### config.mk
export PLATFORM = sky130hd
export DESIGN_NAME = rpcs_exp_cell
export DESIGN_NICKNAME = d
export VERILOG_FILES = /design/src/hw/rtl/rpcs_pkg.sv /design/src/hw/rtl/rpcs_exp_cell.sv
export SDC_FILE = /design/constraint.sdc
export NUM_CORES = 2
export LEC_CHECK = 0
export BUFFER_PORTS_ARGS = -buffer_cell sky130_fd_sc_hd__buf_2
export CAP_MARGIN = 20
export CORE_ASPECT_RATIO = 0.75
export CORE_MARGIN = 1.5
export CORE_UTILIZATION = 45
export DETAILED_ROUTE_END_ITERATION = 16
export PLACE_DENSITY_LB_ADDON = 0.15
export SETUP_SLACK_MARGIN = 0.15
export SYNTH_ARGS = -nofsm -noshare
export SYNTH_HDL_FRONTEND = slang
export SYNTH_SLANG_ARGS = --single-unit
### constraint.sdc
create_clock -name clk -period 1.1 [get_ports clk]
set_input_delay 0.22 -clock clk [delete_from_list [all_inputs] [get_ports clk]]
set_output_delay 0.22 -clock clk [all_outputs]
set_load 0.005 [all_outputs]
### src/hw/rtl/rpcs_pkg.sv
// rpcs_pkg: widths, fixed-point constants, stage counts and constant-table
// functions for the rotary position cosine/sine pipeline
// depends on nothing; every rpcs_* module imports it
package rpcs_pkg;

    // build options
    localparam int FRAME_BITS    = 16;
    localparam int OUT_BITS      = 16;
    localparam int CORDIC_STAGES = 16;

    // field widths
    localparam int FRAME_W = 16;
    localparam int PAIR_W  = 7;
    localparam int BASE_W  = 20;
    localparam int HDIM_W  = 8;
    localparam int CFG_W   = 20;

    // stream payload widths, rounded up to whole bytes
    localparam int IN_DATA_W  = ((FRAME_W + PAIR_W + 7) / 8) * 8;
    localparam int OUT_DATA_W = ((2 * OUT_BITS + 7) / 8) * 8;

    // log2 of the base, unsigned q5.24
    localparam int LOG_FRAC = 24;
    localparam int LOG_INT  = 5;
    localparam int LOG_W    = LOG_INT + LOG_FRAC;
    localparam int CNT_W    = $clog2(LOG_FRAC);

    // pair times log2, then long division by half_dim
    localparam int NUM_W = PAIR_W + LOG_W;
    localparam int REM_W = HDIM_W;

    // inverse frequency q.32 and root table entries
    localparam int ROM_LEN = 24;
    localparam int INV_W   = 33;
    localparam int ROOT_W  = 32;

    // angle product and reduction modulo two pi
    localparam int TURN_W     = 35;
    localparam int ANG_W      = FRAME_BITS + INV_W;
    localparam int MOD_STAGES = ANG_W - TURN_W + 1;
    localparam logic [TURN_W-1:0] TWO_PI_Q32  = 35'h6487ED511;
    localparam logic [TURN_W-1:0] PI_Q32      = 35'h3243F6A88;
    localparam logic [TURN_W-1:0] HALF_PI_Q32 = 35'h1921FB544;
    localparam longint QUARTER_PI_Q32 = 64'sd3373259426;

    // rotation datapath
    localparam int Z_W      = 36;
    localparam int XY_W     = 34;
    localparam int SHIFT_W  = 5;
    localparam int CORDIC_N = (CORDIC_STAGES < ROM_LEN) ? CORDIC_STAGES : ROM_LEN;

    // configuration register indexes
    typedef enum logic [0:0] {
        CFG_FREQ_BASE = 1'b0,
        CFG_HALF_DIM  = 1'b1
    } cfg_index_t;

    // control that travels alongside each stage
    typedef struct packed {
        logic                  valid;
        logic                  err;
        logic [FRAME_BITS-1:0] frame;
    } side_t;

    // integer square root, bit pair at a time
    function automatic logic [63:0] isqrt64(input logic [63:0] v_in);
        logic [63:0] v;
        logic [63:0] res;
        logic [63:0] bit_m;
        int          j;
        v     = v_in;
        res   = 64'd0;
        bit_m = 64'd1 << 62;
        for (j = 0; j < 32; j++)
        begin
            if (bit_m > v)
                bit_m = bit_m >> 2;
        end
        for (j = 0; j < 32; j++)
        begin
            if (bit_m != 64'd0)
            begin
                if (v >= res + bit_m)
                begin
                    v   = v - (res + bit_m);
                    res = (res >> 1) + bit_m;
                end
                else
                begin
                    res = res >> 1;
                end
                bit_m = bit_m >> 2;
            end
        end
        return res;
    endfunction

    // restoring shift-subtract quotient, for table building only
    function automatic logic [63:0] udiv64(input logic [63:0] a, input logic [63:0] b);
        logic [63:0] r;
        logic [63:0] q;
        int          j;
        r = 64'd0;
        q = 64'd0;
        for (j = 63; j >= 0; j--)
        begin
            r = {r[62:0], a[j]};
            if (r >= b)
            begin
                r    = r - b;
                q[j] = 1'b1;
            end
        end
        return q;
    endfunction

    // 2^(-2^-m) in q0.32, by repeated square roots
    function automatic logic [ROOT_W-1:0] root_q32(input int m);
        logic [63:0] r;
        int          i;
        r = isqrt64(64'd1 << 63);
        for (i = 2; i <= m; i++)
            r = isqrt64(r << 32);
        return r[ROOT_W-1:0];
    endfunction

    // arctan(2^-i) in q.32 from the odd power series
    function automatic longint atan_q32(input int i);
        longint sum;
        longint t;
        int     n;
        int     sh;
        sum = 0;
        if (i == 0)
            return QUARTER_PI_Q32;
        for (n = 0; n < 64; n++)
        begin
            sh = 60 - i * (2 * n + 1);
            if (sh >= 0)
            begin
                t   = longint'(udiv64(64'd1 << sh, 64'(2 * n + 1)));
                sum = (n % 2 == 1) ? sum - t : sum + t;
            end
        end
        return (sum + (64'sd1 <<< 27)) >>> 28;
    endfunction

    // reciprocal of the rotation gain, q2.30
    function automatic longint gain_q30();
        logic [63:0] p;
        logic [63:0] s;
        int          i;
        p = 64'd1 << 61;
        for (i = 0; i < CORDIC_STAGES; i++)
        begin
            if (2 * i < 62)
                p = p + (p >> (2 * i));
        end
        s = isqrt64(p >> 1);
        return longint'(udiv64(64'd1 << 60, s));
    endfunction

endpackage

### src/hw/rtl/rpcs_exp_cell.sv
// rpcs_exp_cell: one exponent bit, multiplies by its root table entry when set
// depends on rpcs_pkg
module rpcs_exp_cell (
    input  logic                        clk,
    input  logic                        rst_n,
    input  logic                        en,
    input  logic [rpcs_pkg::ROOT_W-1:0] root,
    input  logic                        apply,
    input  rpcs_pkg::side_t             side_i,
    input  logic [rpcs_pkg::LOG_W-1:0]  expo_i,
    input  logic [rpcs_pkg::INV_W-1:0]  inv_i,
    output rpcs_pkg::side_t             side_o,
    output logic [rpcs_pkg::LOG_W-1:0]  expo_o,
    output logic [rpcs_pkg::INV_W-1:0]  inv_o
);
    import rpcs_pkg::*;

    logic [INV_W+ROOT_W-1:0] prod;

    // truncated q.32 product
    assign prod = inv_i * root;

    always_ff @(posedge clk or negedge rst_n)
    begin
        if (!rst_n)
            side_o <= '0;
        else if (en)
            side_o <= side_i;
    end

    always_ff @(posedge clk)
    begin
        if (en)
        begin
            expo_o <= expo_i;
            inv_o  <= apply ? prod[INV_W+31:32] : inv_i;
        end
    end

endmodule

# After elaboration in Yosys (flattened, before gate mapping)
# Cells that the tools add are included.
[totals]
ff_bits = 80
[classes]
mul = 1
mux = 1
[ops]
columns = ["cell", "n"]
rows = [
  ["$mul 33x32->65", 1],
  ["$mux 33", 1],
]

# Logic depth before layout (Yosys ltp)
[logic_depth]
word_depth = 2
depth_mapped = 27

# Worst setup path before layout
# No wires, ideal clock.
[synth_path]
kind = "input -> register"
from = "input root[8] in the netlist's numbering"
to = "register inv_o[25] in the netlist's numbering, data pin"
arrival_time_ns = 6.818
path_slack_ns = -5.983
path_stages = 25
n_path_buf = 1
cell_sequence = "clkbuf_1 nand2_1 fa_1 inv_1 fa_1 fa_1 inv_1 fa_1 inv_1 fa_1 fa_1 fa_1 inv_1 fa_1 inv_1 ha_1 a21oi_2 o21ai_1 a221oi_2 nand3_1 o31ai_4 o21ai_4 a21boi_4 nor4b_1 or3_1"
[synth_via]
elab_chain_len = 2
[synth_rtl]
columns = ["element", "line", "text"]
rows = [
  ["from (decl)", "rpcs_exp_cell.sv:7", "input logic [rpcs_pkg::ROOT_W-1:0] root,"],
  ["$mul 33x32->65", "rpcs_exp_cell.sv:21", "assign prod = inv_i * root;"],
  ["$mux 33", "rpcs_exp_cell.sv:36", "inv_o <= apply ? prod[INV_W+31:32] : inv_i;"],
  ["to (signal assigned)", "rpcs_exp_cell.sv:36", ""],
  ["to (decl)", "rpcs_exp_cell.sv:14", "output logic [rpcs_pkg::INV_W-1:0] inv_o"],
]
# Every way passes these cells.
# A chain may end at the register's enable or synchronous reset.

# Final worst setup path
[layout_path]
from = "input inv_i[12] in the netlist's numbering"
to = "register inv_o[31] in the netlist's numbering, data pin"
[layout_via]
elab_chain_len = 2
[layout_rtl]
columns = ["element", "line", "text"]
rows = [
  ["from (decl)", "rpcs_exp_cell.sv:11", "input logic [rpcs_pkg::INV_W-1:0] inv_i,"],
  ["$mul 33x32->65", "rpcs_exp_cell.sv:21", ""],
  ["$mux 33", "rpcs_exp_cell.sv:36", ""],
]
# Every way passes these cells.

==> impl_metrics.env <==
export IMPL_finalWorstSetupSlack_ns=-5.99
export IMPL_port_buffers=195
export IMPL_muxShareOfSynthArea_pct=1.17
export IMPL_dp_hpwl_mm=91.4
export IMPL_yosys_area_share_simple_pct=16.3
export IMPL_worstHoldPathType="input pin to register"
export IMPL_drt_iter0_drc=1731
export IMPL_die_x_um=332
export IMPL_synth_adder_area_share_pct=59.7
export IMPL_synth_seq_cells=80
export IMPL_slowest_delay_ns=0.61
export IMPL_cts_buffers=9
export IMPL_syn2layout_area_growth_pct=23.0
export IMPL_core_area_um2=80300
export IMPL_fillers=7244
export IMPL_period_minus_slack_ns=7.09
export IMPL_synth_compound_gate_area_share_pct=3.84
export IMPL_clock_skew_ns=0
export IMPL_final_max_slew_violation_count=0
export IMPL_slowest_stage="fa_2"
export IMPL_fin_util_pct=55.9
export IMPL_clockBufferDepth=2
export IMPL_cp_data_arrival_time_ns=7.29
export IMPL_rsz0062_at_grt="true"
export IMPL_grt_pass1_wl_mm=171
export IMPL_ys_seq_area_share_pct=6.34
export IMPL_die_area_um2=82800
export IMPL_stdcell_count=5468
export IMPL_numClockSinks=80
export IMPL_synth_nets=5188
export IMPL_finalCritPeriodShare_pct=644
export IMPL_nets=5706
export IMPL_crit_fanout=7
export IMPL_reg2reg_from="side_o[2]$_DFFE_PN0P_"
export IMPL_ios=196
export IMPL_critPathLaunchType="input pin"
export IMPL_htreeDepth=3
export IMPL_grt_max_degree=24
export IMPL_synth_most_common_cell="inv_1"
export IMPL_wirelength_mm=108
export IMPL_synth_edf_count=62
export IMPL_first_global_vias=29300
export IMPL_hp_start="expo_i[14]"
export IMPL_hold_end="expo_o[14]$_DFFE_PP_"
export IMPL_drc=0
export IMPL_gr_total_overflow=0
export IMPL_wl_per_cell_um=19.7
export IMPL_grtUsageTotal_pct=26.9
export IMPL_antenna_found_initial=4
export IMPL_drv_cap=0
export IMPL_setup_viol=45
export IMPL_violations="setup timing"
export IMPL_yosys_area_share_xor_xnor_pct=0.696
export IMPL_path_clk_slew_ns=0.06
export IMPL_path_class="input pin to register"
export IMPL_synth_top_family_by_area="adder cells"
export IMPL_yosysUniqueCellTypes=74
export IMPL_drtPass1Iterations=5
export IMPL_postSynthCellCount=3886
export IMPL_seqCellArea_um2=2310
export IMPL_num_rows=90
export IMPL_reg2regPathDepth=2
export IMPL_yosysTopAreaCell="fa_1"
export IMPL_status="finished with violations"
export IMPL_timing_final_hold_violations=0
export IMPL_regToRegSetupSlack_ns=0.23
export IMPL_yosys_most_used_dff="edfxtp_1"
export IMPL_synth_top_area_share_pct=50.8
export IMPL_cp_data_required_time_ns=1.31
export IMPL_syn_avg_cell_area_um2=9.38
export IMPL_fmax_ghz=0.141
export IMPL_synthTopCellsByCount="inv_1, fa_1, nand2_1, and2_1, ha_1"
export IMPL_syn_area_um2=36500
export IMPL_placedCellCount=5382
export IMPL_vias=27400
export IMPL_antenna_left=0
export IMPL_regToRegEndpoint="side_o[2]$_DFFE_PN0P_"
export IMPL_via_per_inst=5.00
export IMPL_worst_slew_pin_slew_ns=0.713
export IMPL_whs_path_depth=1
export IMPL_synthArstFlopShare_pct=22.5
export IMPL_cp_end_kind="register"
export IMPL_drive_above_1_share_pct=22.7
export IMPL_multiInputGateArea_um2=31000
export IMPL_clk_latency_ns=0.34
export IMPL_initial_core_util_pct=45.4
export IMPL_clockRootBuffer="clkbuf_16"
export IMPL_yosys_top_cells_area="fa_1, inv_1, ha_1"
export IMPL_place_congestion=0.891
export IMPL_fin_tns_setup_ns=-192.69
export IMPL_ys_warn_count=0
export IMPL_cts_tree="built"
export IMPL_die_h_um=250
export IMPL_slew_headroom_pct=52.0
## stage by stage
step                hold slack, ns  setup slack [ns]  instance area (um^2)
floorplan                  -0.0756             -5.75                 37000
global placement             0.174             -6.56                 42200
detailed placement           0.179             -6.64                 42200
CTS                         0.0392             -5.98                 43900
global route                0.0357             -6.15                 44900
finish                      0.0496             -5.99                 44900
## worst max-delay path: cells and delay by family
| kind | cells | cell delay [ns] |
|---|---|---|
| AND/OR/NAND/NOR | 6 | 1.15 |
| adder cells (fa/ha/maj) | 9 | 4.47 |
| AO/OA/AOI/OAI | 3 | 0.56 |
| buffers and inverters | 8 | 0.88 |
## timing repair
action | 4_1_cts | 5_1_grt
setup endpoints to repair | 113 | 113
buffers inserted | 27 | 31
pin swaps | 131 | 136
hold buffers | 1 | 0
endpoints found under the hold margin | 18 | 0
gates resized for setup | 234 | 175
cloned | 5 | 5
## area by class of cell
cell class	count	share of cell area (%)
tap	1058	2.95
sequential	80	5.16
multi-input combinational	2664	69.0
antenna	1	0.00558
clock inverter	7	0.159
timing repair buffer	722	14.5
inverter	927	7.76
clock buffer	9	0.502
## kinds of logic after synthesis
group,count (synthesis)
AND/OR/NAND/NOR,1210
flip-flops,80
AO/OA/AOI/OAI,201
XOR/XNOR,29
adder cells (fa/ha/maj),1186
multiplexers,38
buffers and inverters,1142
## placed cells by master, fill, tap and decap left out, drive strengths merged, types with 3 or more instances in the layout
cell,instances
o311ai,4
nand2,624
nor2,31
a21oi,70
o31ai,5
buf,714
ha,261
a21o,22
clkinv,3
a21boi,3
and4,4
nor3,7
a41oi,3
o21a,4
edfxtp,62
nand3,14
clkbuf,15
and3,10
inv,928
dfrtp,18
o21bai,11
o21ai,31
a221oi,5
xor2,10
fa,925
o211ai,9
and2,482
a31oi,12
nand4,19
a211oi,6
or3,3
xnor2,19
mux2,37
## worst max path at each step
stage / start / end / slack, ns / cells past startpoint
floorplan: root[21] / inv_o[28]$_DFFE_PP_ / -5.75 / 24
global placement: inv_i[15] / inv_o[22]$_DFFE_PP_ / -6.56 / 25
detailed placement: inv_i[14] / inv_o[27]$_DFFE_PP_ / -6.64 / 23
CTS: inv_i[17] / inv_o[22]$_DFFE_PP_ / -5.98 / 25
global route: inv_i[12] / inv_o[31]$_DFFE_PP_ / -6.15 / 26
finish: inv_i[12] / inv_o[31]$_DFFE_PP_ / -5.99 / 26
## layer usage
layer  vias to the layer above  global-route usage [%]  share of wire (%)
met3                        83                    6.22                8.7
met2                       846                    38.3                 41
met4                         4                    4.06                1.5
met1                     14100                    42.1                 49
met5                         -                       0              0.029
li1                      12400                       -                  -
## sequential cells by signal, summed over array words and instances (netlist names)
register / count
inv_o: 33
expo_o: 29
side_o: 18
Power is left out: the tool's default activity adds up to more than one toggle a clock period on the data nets, which glitch-free logic cannot reach.
