**config.mk**
```make
export PLATFORM = sky130hd
export DESIGN_NAME = rpcs_log2
export DESIGN_NICKNAME = d
export VERILOG_FILES = /design/src/hw/rtl/rpcs_pkg.sv /design/src/hw/rtl/rpcs_log2.sv
export SDC_FILE = /design/constraint.sdc
export NUM_CORES = 2
export LEC_CHECK = 0
export BUFFER_PORTS_ARGS = -buffer_cell sky130_fd_sc_hd__buf_2
export CAP_MARGIN = 25
export CORE_MARGIN = 2
export CORE_UTILIZATION = 30
export DETAILED_ROUTE_END_ITERATION = 8
export GPL_ROUTABILITY_DRIVEN = 0
export MAX_ROUTING_LAYER = met4
export SYNTH_ARGS = -nofsm -noshare
export SYNTH_HDL_FRONTEND = slang
export SYNTH_SLANG_ARGS = --single-unit
```
**constraint.sdc**
```tcl
create_clock -name clk -period 7.87 [get_ports clk]
set_input_delay 0.787 -clock clk [delete_from_list [all_inputs] [get_ports clk]]
set_output_delay 0.787 -clock clk [all_outputs]
set_load 0.01 [all_outputs]
```
**src/hw/rtl/rpcs_pkg.sv**
```systemverilog
// rpcs_pkg: widths, fixed-point constants, stage counts and constant-table
// functions for the rotary position cosine/sine pipeline
// depends on nothing; every rpcs_* module imports it
package rpcs_pkg;

    // build options
    localparam int FRAME_BITS    = 16;
    localparam int OUT_BITS      = 16;
    localparam int CORDIC_STAGES = 16;

    // field widths
    localparam int FRAME_W = 16;
    localparam int PAIR_W  = 7;
    localparam int BASE_W  = 20;
    localparam int HDIM_W  = 8;
    localparam int CFG_W   = 20;

    // stream payload widths, rounded up to whole bytes
    localparam int IN_DATA_W  = ((FRAME_W + PAIR_W + 7) / 8) * 8;
    localparam int OUT_DATA_W = ((2 * OUT_BITS + 7) / 8) * 8;

    // log2 of the base, unsigned q5.24
    localparam int LOG_FRAC = 24;
    localparam int LOG_INT  = 5;
    localparam int LOG_W    = LOG_INT + LOG_FRAC;
    localparam int CNT_W    = $clog2(LOG_FRAC);

    // pair times log2, then long division by half_dim
    localparam int NUM_W = PAIR_W + LOG_W;
    localparam int REM_W = HDIM_W;

    // inverse frequency q.32 and root table entries
    localparam int ROM_LEN = 24;
    localparam int INV_W   = 33;
    localparam int ROOT_W  = 32;

    // angle product and reduction modulo two pi
    localparam int TURN_W     = 35;
    localparam int ANG_W      = FRAME_BITS + INV_W;
    localparam int MOD_STAGES = ANG_W - TURN_W + 1;
    localparam logic [TURN_W-1:0] TWO_PI_Q32  = 35'h6487ED511;
    localparam logic [TURN_W-1:0] PI_Q32      = 35'h3243F6A88;
    localparam logic [TURN_W-1:0] HALF_PI_Q32 = 35'h1921FB544;
    localparam longint QUARTER_PI_Q32 = 64'sd3373259426;

    // rotation datapath
    localparam int Z_W      = 36;
    localparam int XY_W     = 34;
    localparam int SHIFT_W  = 5;
    localparam int CORDIC_N = (CORDIC_STAGES < ROM_LEN) ? CORDIC_STAGES : ROM_LEN;

    // configuration register indexes
    typedef enum logic [0:0] {
        CFG_FREQ_BASE = 1'b0,
        CFG_HALF_DIM  = 1'b1
    } cfg_index_t;

    // control that travels alongside each stage
    typedef struct packed {
        logic                  valid;
        logic                  err;
        logic [FRAME_BITS-1:0] frame;
    } side_t;

    // integer square root, bit pair at a time
    function automatic logic [63:0] isqrt64(input logic [63:0] v_in);
        logic [63:0] v;
        logic [63:0] res;
        logic [63:0] bit_m;
        int          j;
        v     = v_in;
        res   = 64'd0;
        bit_m = 64'd1 << 62;
        for (j = 0; j < 32; j++)
        begin
            if (bit_m > v)
                bit_m = bit_m >> 2;
        end
        for (j = 0; j < 32; j++)
        begin
            if (bit_m != 64'd0)
            begin
                if (v >= res + bit_m)
                begin
                    v   = v - (res + bit_m);
                    res = (res >> 1) + bit_m;
                end
                else
                begin
                    res = res >> 1;
                end
                bit_m = bit_m >> 2;
            end
        end
        return res;
    endfunction

    // restoring shift-subtract quotient, for table building only
    function automatic logic [63:0] udiv64(input logic [63:0] a, input logic [63:0] b);
        logic [63:0] r;
        logic [63:0] q;
        int          j;
        r = 64'd0;
        q = 64'd0;
        for (j = 63; j >= 0; j--)
        begin
            r = {r[62:0], a[j]};
            if (r >= b)
            begin
                r    = r - b;
                q[j] = 1'b1;
            end
        end
        return q;
    endfunction

    // 2^(-2^-m) in q0.32, by repeated square roots
    function automatic logic [ROOT_W-1:0] root_q32(input int m);
        logic [63:0] r;
        int          i;
        r = isqrt64(64'd1 << 63);
        for (i = 2; i <= m; i++)
            r = isqrt64(r << 32);
        return r[ROOT_W-1:0];
    endfunction

    // arctan(2^-i) in q.32 from the odd power series
    function automatic longint atan_q32(input int i);
        longint sum;
        longint t;
        int     n;
        int     sh;
        sum = 0;
        if (i == 0)
            return QUARTER_PI_Q32;
        for (n = 0; n < 64; n++)
        begin
            sh = 60 - i * (2 * n + 1);
            if (sh >= 0)
            begin
                t   = longint'(udiv64(64'd1 << sh, 64'(2 * n + 1)));
                sum = (n % 2 == 1) ? sum - t : sum + t;
            end
        end
        return (sum + (64'sd1 <<< 27)) >>> 28;
    endfunction

    // reciprocal of the rotation gain, q2.30
    function automatic longint gain_q30();
        logic [63:0] p;
        logic [63:0] s;
        int          i;
        p = 64'd1 << 61;
        for (i = 0; i < CORDIC_STAGES; i++)
        begin
            if (2 * i < 62)
                p = p + (p >> (2 * i));
        end
        s = isqrt64(p >> 1);
        return longint'(udiv64(64'd1 << 60, s));
    endfunction

endpackage

```
**src/hw/rtl/rpcs_log2.sv**
```systemverilog
// rpcs_log2: iterative log2 of the rope base, q5.24, by repeated squaring
// depends on rpcs_pkg
module rpcs_log2 (
    input  logic                         clk,
    input  logic                         rst_n,
    input  logic                         start,
    input  logic [rpcs_pkg::BASE_W-1:0]  base,
    output logic                         done,
    output logic [rpcs_pkg::LOG_W-1:0]   log_value
);
    import rpcs_pkg::*;

    typedef enum logic [1:0] {
        L_START,
        L_SQUARE,
        L_DONE
    } log_state_t;

    localparam int X_W = 31;

    log_state_t              state_reg, state_next;
    logic [X_W-1:0]          x_reg, x_next;
    logic [LOG_FRAC-1:0]     frac_reg, frac_next;
    logic [LOG_INT-1:0]      p_reg, p_next;
    logic [CNT_W-1:0]        cnt_reg, cnt_next;
    logic [LOG_W-1:0]        log_reg, log_next;

    logic [LOG_INT-1:0]      msb;
    logic [2*X_W-1:0]        sq;
    logic [X_W:0]            xs;

    // leading one of the base
    always_comb
    begin
        msb = '0;
        for (int i = 0; i < BASE_W; i++)
        begin
            if (base[i])
                msb = LOG_INT'(i);
        end
    end

    assign sq = x_reg * x_reg;
    assign xs = sq[X_W+30:30];

    // sequencer next state
    always_comb
    begin
        state_next = state_reg;
        x_next     = x_reg;
        frac_next  = frac_reg;
        p_next     = p_reg;
        cnt_next   = cnt_reg;
        log_next   = log_reg;
        case (state_reg)
            L_START:
            begin
                if (base <= BASE_W'(1))
                begin
                    log_next   = '0;
                    state_next = L_DONE;
                end
                else
                begin
                    x_next     = X_W'((51'(base) << 30) >> msb);
                    p_next     = msb;
                    frac_next  = '0;
                    cnt_next   = '0;
                    state_next = L_SQUARE;
                end
            end
            L_SQUARE:
            begin
                x_next    = xs[X_W] ? xs[X_W:1] : xs[X_W-1:0];
                frac_next = {frac_reg[LOG_FRAC-2:0], xs[X_W]};
                cnt_next  = cnt_reg + CNT_W'(1);
                if (cnt_reg == CNT_W'(LOG_FRAC - 1))
                begin
                    log_next   = {p_reg, frac_reg[LOG_FRAC-2:0], xs[X_W]};
                    state_next = L_DONE;
                end
            end
            L_DONE:
            begin
                state_next = L_DONE;
            end
            default:
            begin
                state_next = L_START;
            end
        endcase
        if (start)
            state_next = L_START;
    end

    // state and result registers
    always_ff @(posedge clk or negedge rst_n)
    begin
        if (!rst_n)
        begin
            state_reg <= L_START;
            x_reg     <= '0;
            frac_reg  <= '0;
            p_reg     <= '0;
            cnt_reg   <= '0;
            log_reg   <= '0;
        end
        else
        begin
            state_reg <= state_next;
            x_reg     <= x_next;
            frac_reg  <= frac_next;
            p_reg     <= p_next;
            cnt_reg   <= cnt_next;
            log_reg   <= log_next;
        end
    end

    assign done      = (state_reg == L_DONE);
    assign log_value = log_reg;

endmodule

```
; ---- Word level (Yosys, flattened, before mapping)
; Cells that the tools add are included.
; W data, S select, Z words.
[word_totals]
regBits = 95
in_bits = 23
out_inout_bits = 30
word_cells = 56
[op_classes]
addsub = 1
multipliers = 1
order_cmp = 1
eq_ne = 7
n_shift = 1
muxes = 33
bitwise = 1
n_reduce_logical = 5
[ops]
columns = cell, count
row1 = $mux W5, 17
row2 = $mul A31 B31 Y62, 1
row3 = $mux W31, 2
row4 = $pmux W31 S2, 1
row5 = $mux W29, 2
row6 = $pmux W29 S2, 1
row7 = $shr A50 B5 Y31, 1
row8 = $pmux W23 S2, 1
row9 = $mux W23, 1
row10 = $le A20 B1 Y1 const B, 1
row11 = $mux W2, 5
row12 = $pmux W5 S2, 1
row13 = $ne A2 B2 Y1 const B, 3
row14 = $pmux W2 S3, 1
row15 = $add A5 B1 Y5 const B, 1
row16 = $eq A5 B5 Y1 const B, 1
row17 = $reduce_and A2 Y1, 2
row18 = $ne A3 B3 Y1 const B, 1
row19 = $reduce_and A3 Y1, 1
row20 = $eq A2 B1 Y1 const B, 1
row21 = $eq A2 B2 Y1 const B, 1
row22 = $logic_not A2 Y1, 1
row23 = $reduce_bool A2 Y1, 1
row24 = $mux W1, 1
row25 = $not A1 Y1, 1

; ---- Logic depth before layout (Yosys ltp)
[logic_depth]
word_depth = 22
ltp_mapped = 31
ltp_nobuf = 27

; ---- Worst setup path before layout
; No wires, ideal clock.
[synth_timing]
path_type = register to register
startpoint = register x_reg[4]
endpoint = register x_reg[17]
setup_ps = 126
arrival_time_ps = 7476
t_required_ps = 7744
path_slack_ps = 268
stages_incl_launch_ff = 27
n_path_buf = 3
synth_period_minus_slack_ps = 7602
path_cell_list = dfrtp_1 > clkbuf_1 > clkbuf_1 > nand2_1 > fa_1 > inv_1 > fa_1 > fa_1 > inv_1 > fa_1 > inv_1 > fa_1 > fa_1 > fa_1 > fa_1 > ha_1 > a21o_1 > a211o_1 > a21oi_1 > nor3_1 > and3_1 > nor3_4 > o22ai_1 > nor2_4 > buf_4 > nor2_1 > a221o_1
[synth_via]
elab_chain_cells = 3
[synth_rtl]
columns = element, line_no
row1 = "start, declared", rpcs_log2.sv:22  ; logic [X_W-1:0] x_reg, x_next;
row2 = "start signal, assigned", rpcs_log2.sv:111  ; x_reg <= x_next;
row3 = $mul A31 B31 Y62, rpcs_log2.sv:43  ; assign sq = x_reg * x_reg;
row4 = $mux W31, rpcs_log2.sv:74  ; x_next = xs[X_W] ? xs[X_W:1] : xs[X_W-1:0];
row5 = $pmux W31 S2, rpcs_log2.sv:55  ; case (state_reg)
; Every way passes these cells.
; A chain may end at the register's enable or synchronous reset.

; ---- Worst setup path after layout
[layout_timing]
startpoint = register x_reg[8]
endpoint = register x_reg[15]
; Same word-level chain as after synthesis.

==> results.json <==
{
  "status": "finished with violations",
  "violations": "negative setup slack",
  "worst_pin_slew_ns": 1.01,
  "syn-cell-area_mm2": 0.0323,
  "path_clk_slew_ns": 0.08,
  "cts_buffers": 9,
  "ios": 53,
  "drc": 0,
  "portBuffers": 52,
  "layout_setup_ws_ns": -0.0546,
  "die_h_um": 332,
  "drt-initial-drc-count": 1358,
  "critPathKind": "reg -> reg",
  "pre_cts_slack_ns": -0.382,
  "syn-mean-instance-area_um2": 9.28,
  "firstDrtPassIters": 5,
  "critPathLaunchType": "flop",
  "vias_per_cell": 4.69,
  "layout_commonest_cell": "inv_1",
  "grt_max_degree": 66,
  "hold_path.class": "in -> async",
  "cap_violations": 0,
  "clock_sinks": 95,
  "fp.dieW_um": 332,
  "initial_core_util_pct": 30.2,
  "critPathMaxFanout": 8,
  "grt_pass1_wl_um": 145000,
  "avgRoutedWirePerCell_um": 17.4,
  "grt_use_total_pct": 17.0,
  "rsz0062_at_grt": "true",
  "fin_skew_ns": 0.0117,
  "ys_ff_latch": 95,
  "hold_viol": 0,
  "via_count": 24100,
  "worst_setup_path_end_kind": "flop",
  "cp_data_arrival_time_ns": 8.19,
  "yosysUniqueCellTypes": 72,
  "syn_to_final_growth_pct": 16.3,
  "worstPathRequired_ns": 8.14,
  "grt_pass1_vias": 26500,
  "ant_nets": 0,
  "ys_warn_count": 0,
  "yosysSeqAreaShare_pct": 7.36,
  "insertion_delay_ns": 0.38,
  "synth-edff-count": 0,
  "cts.path.max_buffers": 2,
  "synthesis.nets": 4524,
  "nets": 4766,
  "cts_root_buffer": "clkbuf_16",
  "finalMaxSlewViolations": 0,
  "htree_levels": 3,
  "setup-violations-final": 3,
  "dp_hpwl_um": 74800,
  "max_freq_mhz": 126,
  "core_mm2": 0.107,
  "relSlewSlack_pct": 32.1,
  "layout-drive-gt1-share_pct": 13.5,
  "layout_common_cells": "inv_1, fa_1, nand2_1",
  "final.min_clock_period_ns": 7.92,
  "overflow": 0,
  "cts_tree": "done",
  "largest_register_ffs": 31,
  "row_count": 120,
  "synthFlopType": "dfrtp_1",
  "drt-total-wl_um": 89300,
  "die_area_mm2": 0.110,
  "cts_hold_buffers": 0,
  "antenna_found_initial": 5,
  "syn_inst": 3481,
  "finalCritPeriodShare_pct": 101,
  "synth-async-reset-ratio_pct": 100
}
==> through the flow <==
step / cells / utilization [%] / hold WS (ns) / TNS [ns] / cell area [µm²]
final: 5134 / 35.2 / 0.326 / -0.0976 / 37600
after global routing: 5133 / 35.2 / 0.349 / -3.35 / 37600
after floorplan: 3481 / - / 0.450 / 0 / 32300
after detailed placement: 5079 / 34.0 / 0.477 / -6.71 / 36400
after global placement: 5079 / 34.0 / 0.479 / -5.72 / 36400
after CTS: 5099 / 34.4 / 0.323 / 0 / 36800
==> cells in the mapped netlist, types with 18 or more instances <==
| cell | n | share of area (%) |
|---|---|---|
| o21ai_0 | 71 | 1.1 |
| dfrtp_1 | 95 | 7.4 |
| nor2_1 | 104 | 1.2 |
| a21o_1 | 30 | 0.70 |
| nand2_1 | 356 | 4.1 |
| nor3_1 | 23 | 0.36 |
| a21oi_1 | 77 | 1.2 |
| a22o_1 | 56 | 1.5 |
| mux2i_1 | 40 | 1.2 |
| clkbuf_1 | 130 | 1.5 |
| xor2_1 | 25 | 0.68 |
| and2_1 | 197 | 3.8 |
| nand3_1 | 37 | 0.57 |
| inv_1 | 928 | 11 |
| fa_1 | 747 | 46 |
| ha_1 | 273 | 11 |
| o211ai_1 | 19 | 0.44 |
| and3_1 | 18 | 0.35 |
| xnor2_1 | 32 | 0.87 |
==> worst paths after layout <==
path,end,slack (ns),depth (start not counted),startpoint
setup reg to reg,x_reg[15],-0.05,26,x_reg[8]
hold / removal,log_value[10],0.33,1,rst_n
max in group asynchronous,x_reg[19],6.20,2,rst_n
setup / recovery,x_reg[15],-0.05,26,x_reg[8]
hold reg to reg,log_value[19],0.50,1,log_value[19]
min in group clk,log_value[19],0.50,1,log_value[19]
==> cell type report <==
class / count / area, µm²
inverters: 929 / 3500
flip-flops and latches: 95 / 2390
repair buffers: 372 / 3290
diodes: 3 / 7.51
clock inverters: 7 / 86.3
multi-input cells: 2316 / 26300
clock buffers: 9 / 225
well taps: 1403 / 1760
fillers: 11000 / 69300
==> per-layer routing <==
metal / track usage (%) / wire length (µm) / vias to the layer above / part of all wire [%]
li1: - / - / 11000 / -
met4: 2.96 / 1710 / 0 / 1.9
met5: - / 0 / - / 0
met1: 21.9 / 38700 / 12400 / 43
met3: 1.56 / 4030 / 96 / 4.5
met2: 29.4 / 44800 / 570 / 50
==> cell families (layout without fill, tap and decap cells) <==
family,after synthesis,after routing,synth area share (%)
buffers and inverters,1070,1317,12.5
adders and majority gates,1020,1020,56.8
and+or+nand+nor,791,791,11.6
AOI/OAI and AO/OA,400,400,8.66
DFF,95,95,7.36
xor gates and xnor gates,57,57,1.54
muxes,48,48,1.52
other,0,3,0
==> critical path, cell delays in order (launching register included) <==
cell       delay, ns
dfrtp_2         0.44
buf_12          0.14
clkbuf_16       0.16
and2_4          0.14
fa_1            0.49
inv_2           0.06
fa_1            0.55
inv_2           0.05
fa_1            0.55
fa_1            0.44
fa_1            0.57
fa_1            0.44
fa_1            0.51
fa_2            0.62
ha_4            0.22
a21o_1          0.21
a211o_1         0.27
a21oi_2         0.20
buf_6           0.15
nor3_4          0.05
and3_4          0.16
nor3_4          0.29
o211a_1         0.26
nor2_4          0.05
buf_12          0.14
mux2_4          0.31
a221oi_4        0.31
==> timing repair <==
action,4_1_cts,5_1_grt
resized for setup,25,103
endpoints found under the hold margin,0,0
pin swaps,18,57
cloned,0,5
setup buffers,4,29
endpoints found under the setup margin,32,32
Power is not shown: default switching activity piles up to over one toggle a cycle in this logic, so the estimate is an artifact.
