[config.mk]
export PLATFORM = sky130hd
export DESIGN_NAME = rpcs_div_cell
export DESIGN_NICKNAME = d
export VERILOG_FILES = /design/src/hw/rtl/rpcs_pkg.sv /design/src/hw/rtl/rpcs_div_cell.sv
export SDC_FILE = /design/constraint.sdc
export NUM_CORES = 1
export LEC_CHECK = 0
export ABC_AREA = 1
export BUFFER_PORTS_ARGS = -buffer_cell sky130_fd_sc_hd__clkbuf_2
export CAP_MARGIN = 20
export CORE_UTILIZATION = 40
export DETAILED_ROUTE_END_ITERATION = 7
export HOLD_SLACK_MARGIN = 0.06
export PLACE_DENSITY_LB_ADDON = 0.15
export SYNTH_ARGS = -nofsm -noshare
export SYNTH_HDL_FRONTEND = slang
export SYNTH_SLANG_ARGS = --single-unit
[constraint.sdc]
create_clock -name clk -period 2 [get_ports clk]
set_clock_uncertainty 0.1 [all_clocks]
set_input_delay 0.2 -clock clk [delete_from_list [all_inputs] [get_ports clk]]
set_output_delay 0.2 -clock clk [all_outputs]
set_load 0.05 [all_outputs]
[src/hw/rtl/rpcs_pkg.sv]
// rpcs_pkg: widths, fixed-point constants, stage counts and constant-table
// functions for the rotary position cosine/sine pipeline
// depends on nothing; every rpcs_* module imports it
package rpcs_pkg;

    // build options
    localparam int FRAME_BITS    = 16;
    localparam int OUT_BITS      = 16;
    localparam int CORDIC_STAGES = 16;

    // field widths
    localparam int FRAME_W = 16;
    localparam int PAIR_W  = 7;
    localparam int BASE_W  = 20;
    localparam int HDIM_W  = 8;
    localparam int CFG_W   = 20;

    // stream payload widths, rounded up to whole bytes
    localparam int IN_DATA_W  = ((FRAME_W + PAIR_W + 7) / 8) * 8;
    localparam int OUT_DATA_W = ((2 * OUT_BITS + 7) / 8) * 8;

    // log2 of the base, unsigned q5.24
    localparam int LOG_FRAC = 24;
    localparam int LOG_INT  = 5;
    localparam int LOG_W    = LOG_INT + LOG_FRAC;
    localparam int CNT_W    = $clog2(LOG_FRAC);

    // pair times log2, then long division by half_dim
    localparam int NUM_W = PAIR_W + LOG_W;
    localparam int REM_W = HDIM_W;

    // inverse frequency q.32 and root table entries
    localparam int ROM_LEN = 24;
    localparam int INV_W   = 33;
    localparam int ROOT_W  = 32;

    // angle product and reduction modulo two pi
    localparam int TURN_W     = 35;
    localparam int ANG_W      = FRAME_BITS + INV_W;
    localparam int MOD_STAGES = ANG_W - TURN_W + 1;
    localparam logic [TURN_W-1:0] TWO_PI_Q32  = 35'h6487ED511;
    localparam logic [TURN_W-1:0] PI_Q32      = 35'h3243F6A88;
    localparam logic [TURN_W-1:0] HALF_PI_Q32 = 35'h1921FB544;
    localparam longint QUARTER_PI_Q32 = 64'sd3373259426;

    // rotation datapath
    localparam int Z_W      = 36;
    localparam int XY_W     = 34;
    localparam int SHIFT_W  = 5;
    localparam int CORDIC_N = (CORDIC_STAGES < ROM_LEN) ? CORDIC_STAGES : ROM_LEN;

    // configuration register indexes
    typedef enum logic [0:0] {
        CFG_FREQ_BASE = 1'b0,
        CFG_HALF_DIM  = 1'b1
    } cfg_index_t;

    // control that travels alongside each stage
    typedef struct packed {
        logic                  valid;
        logic                  err;
        logic [FRAME_BITS-1:0] frame;
    } side_t;

    // integer square root, bit pair at a time
    function automatic logic [63:0] isqrt64(input logic [63:0] v_in);
        logic [63:0] v;
        logic [63:0] res;
        logic [63:0] bit_m;
        int          j;
        v     = v_in;
        res   = 64'd0;
        bit_m = 64'd1 << 62;
        for (j = 0; j < 32; j++)
        begin
            if (bit_m > v)
                bit_m = bit_m >> 2;
        end
        for (j = 0; j < 32; j++)
        begin
            if (bit_m != 64'd0)
            begin
                if (v >= res + bit_m)
                begin
                    v   = v - (res + bit_m);
                    res = (res >> 1) + bit_m;
                end
                else
                begin
                    res = res >> 1;
                end
                bit_m = bit_m >> 2;
            end
        end
        return res;
    endfunction

    // restoring shift-subtract quotient, for table building only
    function automatic logic [63:0] udiv64(input logic [63:0] a, input logic [63:0] b);
        logic [63:0] r;
        logic [63:0] q;
        int          j;
        r = 64'd0;
        q = 64'd0;
        for (j = 63; j >= 0; j--)
        begin
            r = {r[62:0], a[j]};
            if (r >= b)
            begin
                r    = r - b;
                q[j] = 1'b1;
            end
        end
        return q;
    endfunction

    // 2^(-2^-m) in q0.32, by repeated square roots
    function automatic logic [ROOT_W-1:0] root_q32(input int m);
        logic [63:0] r;
        int          i;
        r = isqrt64(64'd1 << 63);
        for (i = 2; i <= m; i++)
            r = isqrt64(r << 32);
        return r[ROOT_W-1:0];
    endfunction

    // arctan(2^-i) in q.32 from the odd power series
    function automatic longint atan_q32(input int i);
        longint sum;
        longint t;
        int     n;
        int     sh;
        sum = 0;
        if (i == 0)
            return QUARTER_PI_Q32;
        for (n = 0; n < 64; n++)
        begin
            sh = 60 - i * (2 * n + 1);
            if (sh >= 0)
            begin
                t   = longint'(udiv64(64'd1 << sh, 64'(2 * n + 1)));
                sum = (n % 2 == 1) ? sum - t : sum + t;
            end
        end
        return (sum + (64'sd1 <<< 27)) >>> 28;
    endfunction

    // reciprocal of the rotation gain, q2.30
    function automatic longint gain_q30();
        logic [63:0] p;
        logic [63:0] s;
        int          i;
        p = 64'd1 << 61;
        for (i = 0; i < CORDIC_STAGES; i++)
        begin
            if (2 * i < 62)
                p = p + (p >> (2 * i));
        end
        s = isqrt64(p >> 1);
        return longint'(udiv64(64'd1 << 60, s));
    endfunction

endpackage

[src/hw/rtl/rpcs_div_cell.sv]
// rpcs_div_cell: one restoring division step, one quotient bit per cell
// depends on rpcs_pkg
module rpcs_div_cell (
    input  logic                        clk,
    input  logic                        rst_n,
    input  logic                        en,
    input  logic [rpcs_pkg::HDIM_W-1:0] divisor,
    input  rpcs_pkg::side_t             side_i,
    input  logic [rpcs_pkg::REM_W-1:0]  rem_i,
    input  logic [rpcs_pkg::LOG_W-1:0]  low_i,
    input  logic [rpcs_pkg::LOG_W-1:0]  quo_i,
    output rpcs_pkg::side_t             side_o,
    output logic [rpcs_pkg::REM_W-1:0]  rem_o,
    output logic [rpcs_pkg::LOG_W-1:0]  low_o,
    output logic [rpcs_pkg::LOG_W-1:0]  quo_o
);
    import rpcs_pkg::*;

    logic [REM_W:0]   trial;
    logic [REM_W:0]   diff;
    logic             ge;

    // bring down the next numerator bit and try the subtract
    assign trial = {rem_i, low_i[LOG_W-1]};
    assign diff  = trial - {1'b0, divisor};
    assign ge    = (trial >= {1'b0, divisor});

    always_ff @(posedge clk or negedge rst_n)
    begin
        if (!rst_n)
            side_o <= '0;
        else if (en)
            side_o <= side_i;
    end

    always_ff @(posedge clk)
    begin
        if (en)
        begin
            rem_o <= ge ? diff[REM_W-1:0] : trial[REM_W-1:0];
            low_o <= {low_i[LOG_W-2:0], 1'b0};
            quo_o <= {quo_i[LOG_W-2:0], ge};
        end
    end

endmodule

Word-level counts from Yosys, hierarchy flattened
Index checks and enable logic that the tools add are counted.
- magnitude comparators: 1
- muxes and demuxes: 1
- add/subtract/negate cells: 1
- operators by type and width (operator ; count):
    $ge A9 B8 Y1 ; 1
    $mux W8 ; 1
    $sub A8 B8 Y8 ; 1
- output and inout port bits: 84
- logic and storage cells: 9
- bits in registers: 83

Logic depth before layout (Yosys ltp)
Gate-level depths: netlist (run 1).
- depth after elaboration: 2
- depth in mapped cells: 11
- mapped depth without buffers: 11

Least setup slack after synthesis (run 1)
Ideal clock, no wire load.
- path type: input to register
- from: input divisor[2] in the netlist's numbering
- to: register rem_o[7] in the netlist's numbering (data pin)
- slack: 0.423 ns
- stages: 9
- arrival time: 1.225 ns
- library setup time: 0.252 ns
- buffers on the path: 0
- path through: inv_1 > ha_1 > or2_4 > nand3_2 > nand2_2 > nand2_4 > nand2_4 > nand2_1 > nand2_1
- word-level cells in the longest chain between the ends: 2
- RTL lines (what ; RTL line ; text):
    start, declared ; rpcs_div_cell.sv:7 ; input logic [rpcs_pkg::HDIM_W-1:0] divisor,
    $ge A9 B8 Y1 ; rpcs_div_cell.sv:26 ; assign ge = (trial >= {1'b0, divisor});
    net ge ; rpcs_div_cell.sv:21 ; logic ge;
    $mux W8 ; rpcs_div_cell.sv:40 ; rem_o <= ge ? diff[REM_W-1:0] : trial[REM_W-1:0];
    end signal, assigned ; rpcs_div_cell.sv:40 ;
    end, declared ; rpcs_div_cell.sv:13 ; output logic [rpcs_pkg::REM_W-1:0] rem_o,
The timed path passes the listed nets, and every way through them passes these cells.
A chain may end at the register's enable or synchronous reset.

Worst setup path after layout (run 1)
- from: input divisor[6] in the netlist's numbering
- to: register rem_o[7] in the netlist's numbering (data pin)
The elaborated chain is that of the path after synthesis.

==> results.json, run 1 <==
{
  "layout_common_cells": "clkbuf_2, dlygate4sd3_1, edfxtp_1, nand2_1, inv_1",
  "worstPathRequired_ps": 2010,
  "ys_types": 25,
  "firstDrtPassIters": 5,
  "whs_endpoint": "rem_o[3]",
  "wire_per_inst_um": 14.0,
  "core.rowCount": 32,
  "rsz0062_at_grt": "no",
  "synth-compound-area-share_pct": 0.820,
  "layout_commonest_cell": "clkbuf_2",
  "post-dp-hpwl_mm": 5.42,
  "core_mm2": 0.00773,
  "timing.fmax_mhz": 675,
  "synth.largest_area_cell": "edfxtp_1",
  "slew_violations": 0,
  "clk_path_buf_depth": 2,
  "synth-simple-area-share_pct": 9.88,
  "synth_area_leaders": "edfxtp_1, dfrtp_1, mux2_2",
  "cts_max_level": 3,
  "n_antenna_cell": 0,
  "avgSynthCellArea_um2": 15.1,
  "synthMuxAreaShare_pct": 6.32,
  "yosys_warnings": 0,
  "syn_area_mm2": 0.00321,
  "synth-seq-cells": 83,
  "setup_slack_ps": 519,
  "timing.rr.start": "side_o[1]",
  "r2r-end": "side_o[1]",
  "clk_pin_slew_ps": 80,
  "holdPathStages": 3,
  "drt_iter0_markers": 66,
  "tns_ps": 0,
  "ir_drop_v": 0.000341,
  "cts_sinks": 83,
  "cts_tree": "yes",
  "syn_inst": 212,
  "syn_to_final_growth_pct": 61.8,
  "hold-worst-slack_ps": 78.0,
  "p_per_area_mw_per_mm2": 870,
  "final_layout_size_suffix_gt1_share_pct": 46.4,
  "die_width_um": 91.5,
  "synth_top_family_by_area": "simple AND/OR/NAND/NOR gates",
  "endpoint_kind": "flip-flop",
  "hold_viol_final": 0,
  "grt_first_pass_wirelength_mm": 12.4,
  "port-buffer-count": 176,
  "crit_top_cell": "nand2_1",
  "cts_root_buf": "clkbuf_8",
  "synth_fa_ha_area_share_pct": 3.75,
  "grt_max_degree": 55,
  "cp_max_fo": 9,
  "drt-total-wl_mm": 8.11,
  "reg2regPathDepth": 1,
  "cp_slowest_stage_delay_ps": 340,
  "clkLatencyLatePin_ps": 350,
  "ys_seq_area_share_pct": 74.9,
  "power.total_mw": 4.51,
  "syn-num-nets": 316,
  "cts_resized": 0,
  "grt_pass1_vias": 2519,
  "post-place-ws_ps": 160,
  "chipHeight_um": 91.5,
  "grtUsageTotal_pct": 20.0,
  "hp-class": "primary input to flip-flop",
  "drtAntennaViolNets": 0,
  "path_cells": "clkbuf_2, inv_1, ha_1, nand2_1, nand2_1, nand2_1, nand2_2, a21oi_4, nand2_4, nand2_1, nand2_1",
  "grt_overflow_total": 0,
  "pin_count": 179,
  "yosysTopAreaCellShare_pct": 60.9,
  "drc": 0,
  "leakage_nw": 2.47,
  "critPathSlowestCell": "ha_1",
  "die-area_mm2": 0.00838,
  "critical_path_arrival_ps": 1490,
  "status": "complete, no violations",
  "cp-start-kind": "primary input",
  "period_minus_slack_ps": 1480,
  "gp_congestion": 0.810,
  "critical_path_class": "primary input to flip-flop",
  "final.fill_count": 574,
  "setup_viol": 0,
  "min_from": "rem_i[2]",
  "vias": 2546,
  "min_period_over_period_pct": 74.1,
  "r2r_slack_ps": 1120,
  "fin_nets": 577,
  "yosys.area_share.xor_xnor_pct": 0.820,
  "maxCapViolations": 0,
  "numCtsBuffers": 9,
  "vias_per_cell": 4.39,
  "start_util_pct": 41.5,
  "antenna_found_initial": 0
}
cell type report:
cell class	count	area [um2]	share of cell area (%)
tap	102	128	2.46
clock inverter	6	71.3	1.38
clock buffer	10	138	2.65
multi-input combinational	102	696	13.4
timing repair buffer	253	1660	32.0
sequential	83	2400	46.3
inverter	24	90.1	1.74
cell usage after synthesis (all sizes together):
master  count
conb        1
buf         3
nand4       1
xor2        1
a21oi       3
clkinv      1
or2         1
edfxtp     65
fa          1
ha          8
nor2        5
nand3      16
xnor2       2
nor3        1
dfrtp      18
mux2       18
inv        23
nand2      44
metal layers:
layer | GRT usage [%] | vias up | share of wire, %
li1 | - | 1257 | -
met4 | 9.79 | 0 | 2.5
met5 | 0 | - | 0
met2 | 34.8 | 107 | 52
met1 | 22.0 | 1167 | 39
met3 | 6.37 | 15 | 6.9
power by group:
group	total (mW)	switching [mW]	internal [mW]	leakage [nW]
clock network	1.25	0.630	0.622	0.0995
registers	2.08	0.0478	2.04	0.846
logic	1.18	0.819	0.358	1.52
total	4.51	1.50	3.02	2.47
sequential cells by signal, indices dropped and copies added (netlist names):
name    flops
quo_o      29
low_o      28
side_o     18
rem_o       8
worst max-delay path, delay by kind of cell:
family | cells | cell delay [ps]
compound gates | 1 | 280
buf+inv | 2 | 110
fa+ha+maj | 1 | 340
simple gates | 7 | 560
cell families (layout without fill, tap and decap cells):
kind of cell,Yosys count,count (layout)
AOI/OAI and AO/OA,3,3
xor gates and xnor gates,3,3
muxes,18,18
adders and majority gates,9,9
other,1,1
DFF,83,83
buffers and inverters,27,293
and+or+nand+nor,68,68
worst max-delay path by stage:
| stage | endpoint | slack, ps | depth (start not counted) | startpoint |
|---|---|---|---|---|
| after floorplan | rem_o[7] | 420 | 9 | divisor[2] |
| after global placement | rem_o[7] | 180 | 11 | divisor[6] |
| after detailed placement | rem_o[5] | 160 | 11 | divisor[6] |
| after CTS | rem_o[1] | 540 | 11 | divisor[6] |
| after global routing | rem_o[7] | 410 | 11 | divisor[6] |
| final | rem_o[7] | 520 | 11 | divisor[6] |
metrics by stage:
step / utilization (%) / area [um2] / std cells
finish: 67.1 / 5190 / 580
global route: 67.1 / 5190 / 580
CTS: 67.1 / 5190 / 580
detailed placement: 54.7 / 4230 / 489
global placement: 54.7 / 4230 / 489
floorplan: - / 3210 / 212
what timing repair did:
item,4_1_cts,5_1_grt
setup buffers,0,0
hold endpoints to repair,92,0
hold buffers,75,0
No activity file was read; power rests on OpenSTA's default activity.
==> run 2: changes to the inputs <==
- clock period: 2 -> 1.2 ns (I/O delays scaled with it)
==> run 2 against run 1 <==
The run now ends with setup timing left. Non-clock buffer count increased by 24. Design area grew 10%. Utilization is 6.8 points higher. Global-route usage up 0.47 points. Worst hold slack better by 16 ps. Combinational power increased by 92%. Sequential share of layout area fell by 4.3 points. Flip-flop and latch count unchanged. Final cell count increased by 4.3%. Sequential power up 67%. Critical path depth down 1. Register-to-register slack got worse by 790 ps. Critical path type unchanged. Critical endpoint is now rem_o[2]. Largest cell class unchanged. Highest routed layer unchanged.
==> results.json, run 2 (synthesized netlist as in run 1, its figures left out) <==
{
  "drc": 0,
  "endpoint_kind": "flip-flop",
  "wire_per_inst_um": 14.5,
  "post-dp-hpwl_mm": 5.58,
  "ir_drop_v": 0.000609,
  "final_layout_size_suffix_gt1_share_pct": 54.7,
  "core_mm2": 0.00773,
  "fin_nets": 602,
  "p_comb_share_pct": 28.3,
  "cts_sinks": 83,
  "clk_pin_slew_ps": 80,
  "syn_to_final_growth_pct": 78.3,
  "worstPathRequired_ps": 1200,
  "cp_slowest_stage_delay_ps": 240,
  "gp_congestion": 0.881,
  "critical_path_class": "primary input to flip-flop",
  "layout_common_cells": "clkbuf_2, dlygate4sd3_1, edfxtp_1, buf_4, buf_2",
  "largest_reg_flops": 29,
  "rsz0062_at_grt": "yes",
  "final.fill_count": 477,
  "pin_count": 179,
  "multiInputGateArea_um2": 856,
  "vias_per_cell": 4.48,
  "chipHeight_um": 91.5,
  "antenna_found_initial": 0,
  "slew_violations": 0,
  "status": "finished, violations left",
  "leakage_nw": 2.64,
  "hold-worst-slack_ps": 93.8,
  "critPathSlowestCell": "ha_4",
  "grtUsageTotal_pct": 20.5,
  "top_register": "quo_o",
  "layout_commonest_cell": "clkbuf_2",
  "grt_pass1_vias": 2643,
  "firstDrtPassIters": 4,
  "cp-start-kind": "primary input",
  "setup_slack_ps": -17.2,
  "drtAntennaViolNets": 0,
  "p_per_area_mw_per_mm2": 1400,
  "period_minus_slack_ps": 1220,
  "drt_iter0_markers": 67,
  "cts_tree": "yes",
  "grt_overflow_total": 0,
  "core.rowCount": 32,
  "clkLatencyLatePin_ps": 330,
  "reg_top3": "quo_o: 29 flops, low_o: 28 flops, side_o: 18 flops",
  "maxCapViolations": 0,
  "die-area_mm2": 0.00838,
  "hp-class": "primary input to flip-flop",
  "numCtsBuffers": 9,
  "vias": 2711,
  "grt_first_pass_wirelength_mm": 13.0,
  "cp_max_fo": 5,
  "timing.fmax_mhz": 822,
  "port-buffer-count": 176,
  "clk_path_buf_depth": 2,
  "p_clk_share_pct": 28.1,
  "p_switching_mw": 2.57,
  "critical_path_arrival_ps": 1220,
  "violations": "setup timing",
  "cts_root_buf": "clkbuf_8",
  "hold_viol_final": 0,
  "cts_max_level": 3,
  "drt-total-wl_mm": 8.78,
  "holdPathStages": 4,
  "power.total_mw": 7.97,
  "min_period_over_period_pct": 101,
  "p_sw_share_pct": 32.2,
  "path_cells": "clkbuf_8, inv_12, ha_4, or2_4, nand3_2, nand2_2, nand2_4, nand2_4, nand2_1, nand2_1",
  "reg2regPathDepth": 1,
  "seq_area_mm2": 0.00240,
  "setup_viol": 9,
  "die_width_um": 91.5,
  "n_antenna_cell": 0,
  "start_util_pct": 41.5,
  "post-place-ws_ps": -425,
  "internal_power_mw": 5.41,
  "power_frac_seq_pct": 43.6,
  "tns_ps": -84.3,
  "grt_max_degree": 51
}
run 2: power by group through the flow:
stage / sequential [mW] / combinational, mW / clock, mW
after global routing: 3.51 / 2.37 / 2.40
after global placement: 3.53 / 1.87 / 0
final: 3.48 / 2.26 / 2.24
after CTS: 3.48 / 2.15 / 2.30
after detailed placement: 3.54 / 1.88 / 0
after floorplan: 4.46 / 0.347 / 0
run 2: metrics by stage:
step | utilization [%] | cells | cell area (um2)
after global placement | 58.1 | 510 | 4490
after global routing | 74.0 | 605 | 5720
after CTS | 72.3 | 601 | 5590
final | 74.0 | 605 | 5720
after detailed placement | 58.1 | 510 | 4490
after floorplan | - | 212 | 3300
run 2: worst paths after layout:
kind	from	to	slack, ps
max	divisor[2]	rem_o[2]	-20
min	rem_i[5]	rem_o[6]	90
max reg2reg	side_o[14]	side_o[14]	330
min reg2reg	side_o[5]	side_o[5]	410
max in group asynchronous	rst_n	side_o[11]	520
min in group asynchronous	rst_n	side_o[7]	170
run 2: what timing repair did:
item / in CTS / in global routing
gates resized for setup: 39 / 106
endpoints found under the setup margin: 41 / 73
hold buffers: 75 / 0
buffers inserted: 0 / 3
pin swaps: 0 / 11
cloned: 0 / 1
endpoints found under the hold margin: 92 / 0
run 2: layer usage:
layer | share of wire, % | track usage (%) | routed length [um]
met1 | 37 | 23.1 | 3250
met2 | 54 | 36.8 | 4710
met3 | 7.0 | 5.78 | 618
met4 | 2.2 | 7.28 | 193
met5 | 0 | 0 | 0
run 2: worst max-delay path: cells and delay by family:
kind,cells,cell delay (ps)
and+or+nand+nor,7,690
buffers and inverters,2,160
adders and majority gates,1,240
run 2: layout make-up:
| type | count | share of cell area [%] |
|---|---|---|
| flip-flops and latches | 83 | 42.0 |
| repair buffers | 277 | 34.8 |
| multi-input cells | 103 | 15.0 |
| well taps | 102 | 2.23 |
| clock buffers | 9 | 2.17 |
| clock inverters | 7 | 1.93 |
| inverters | 24 | 1.84 |
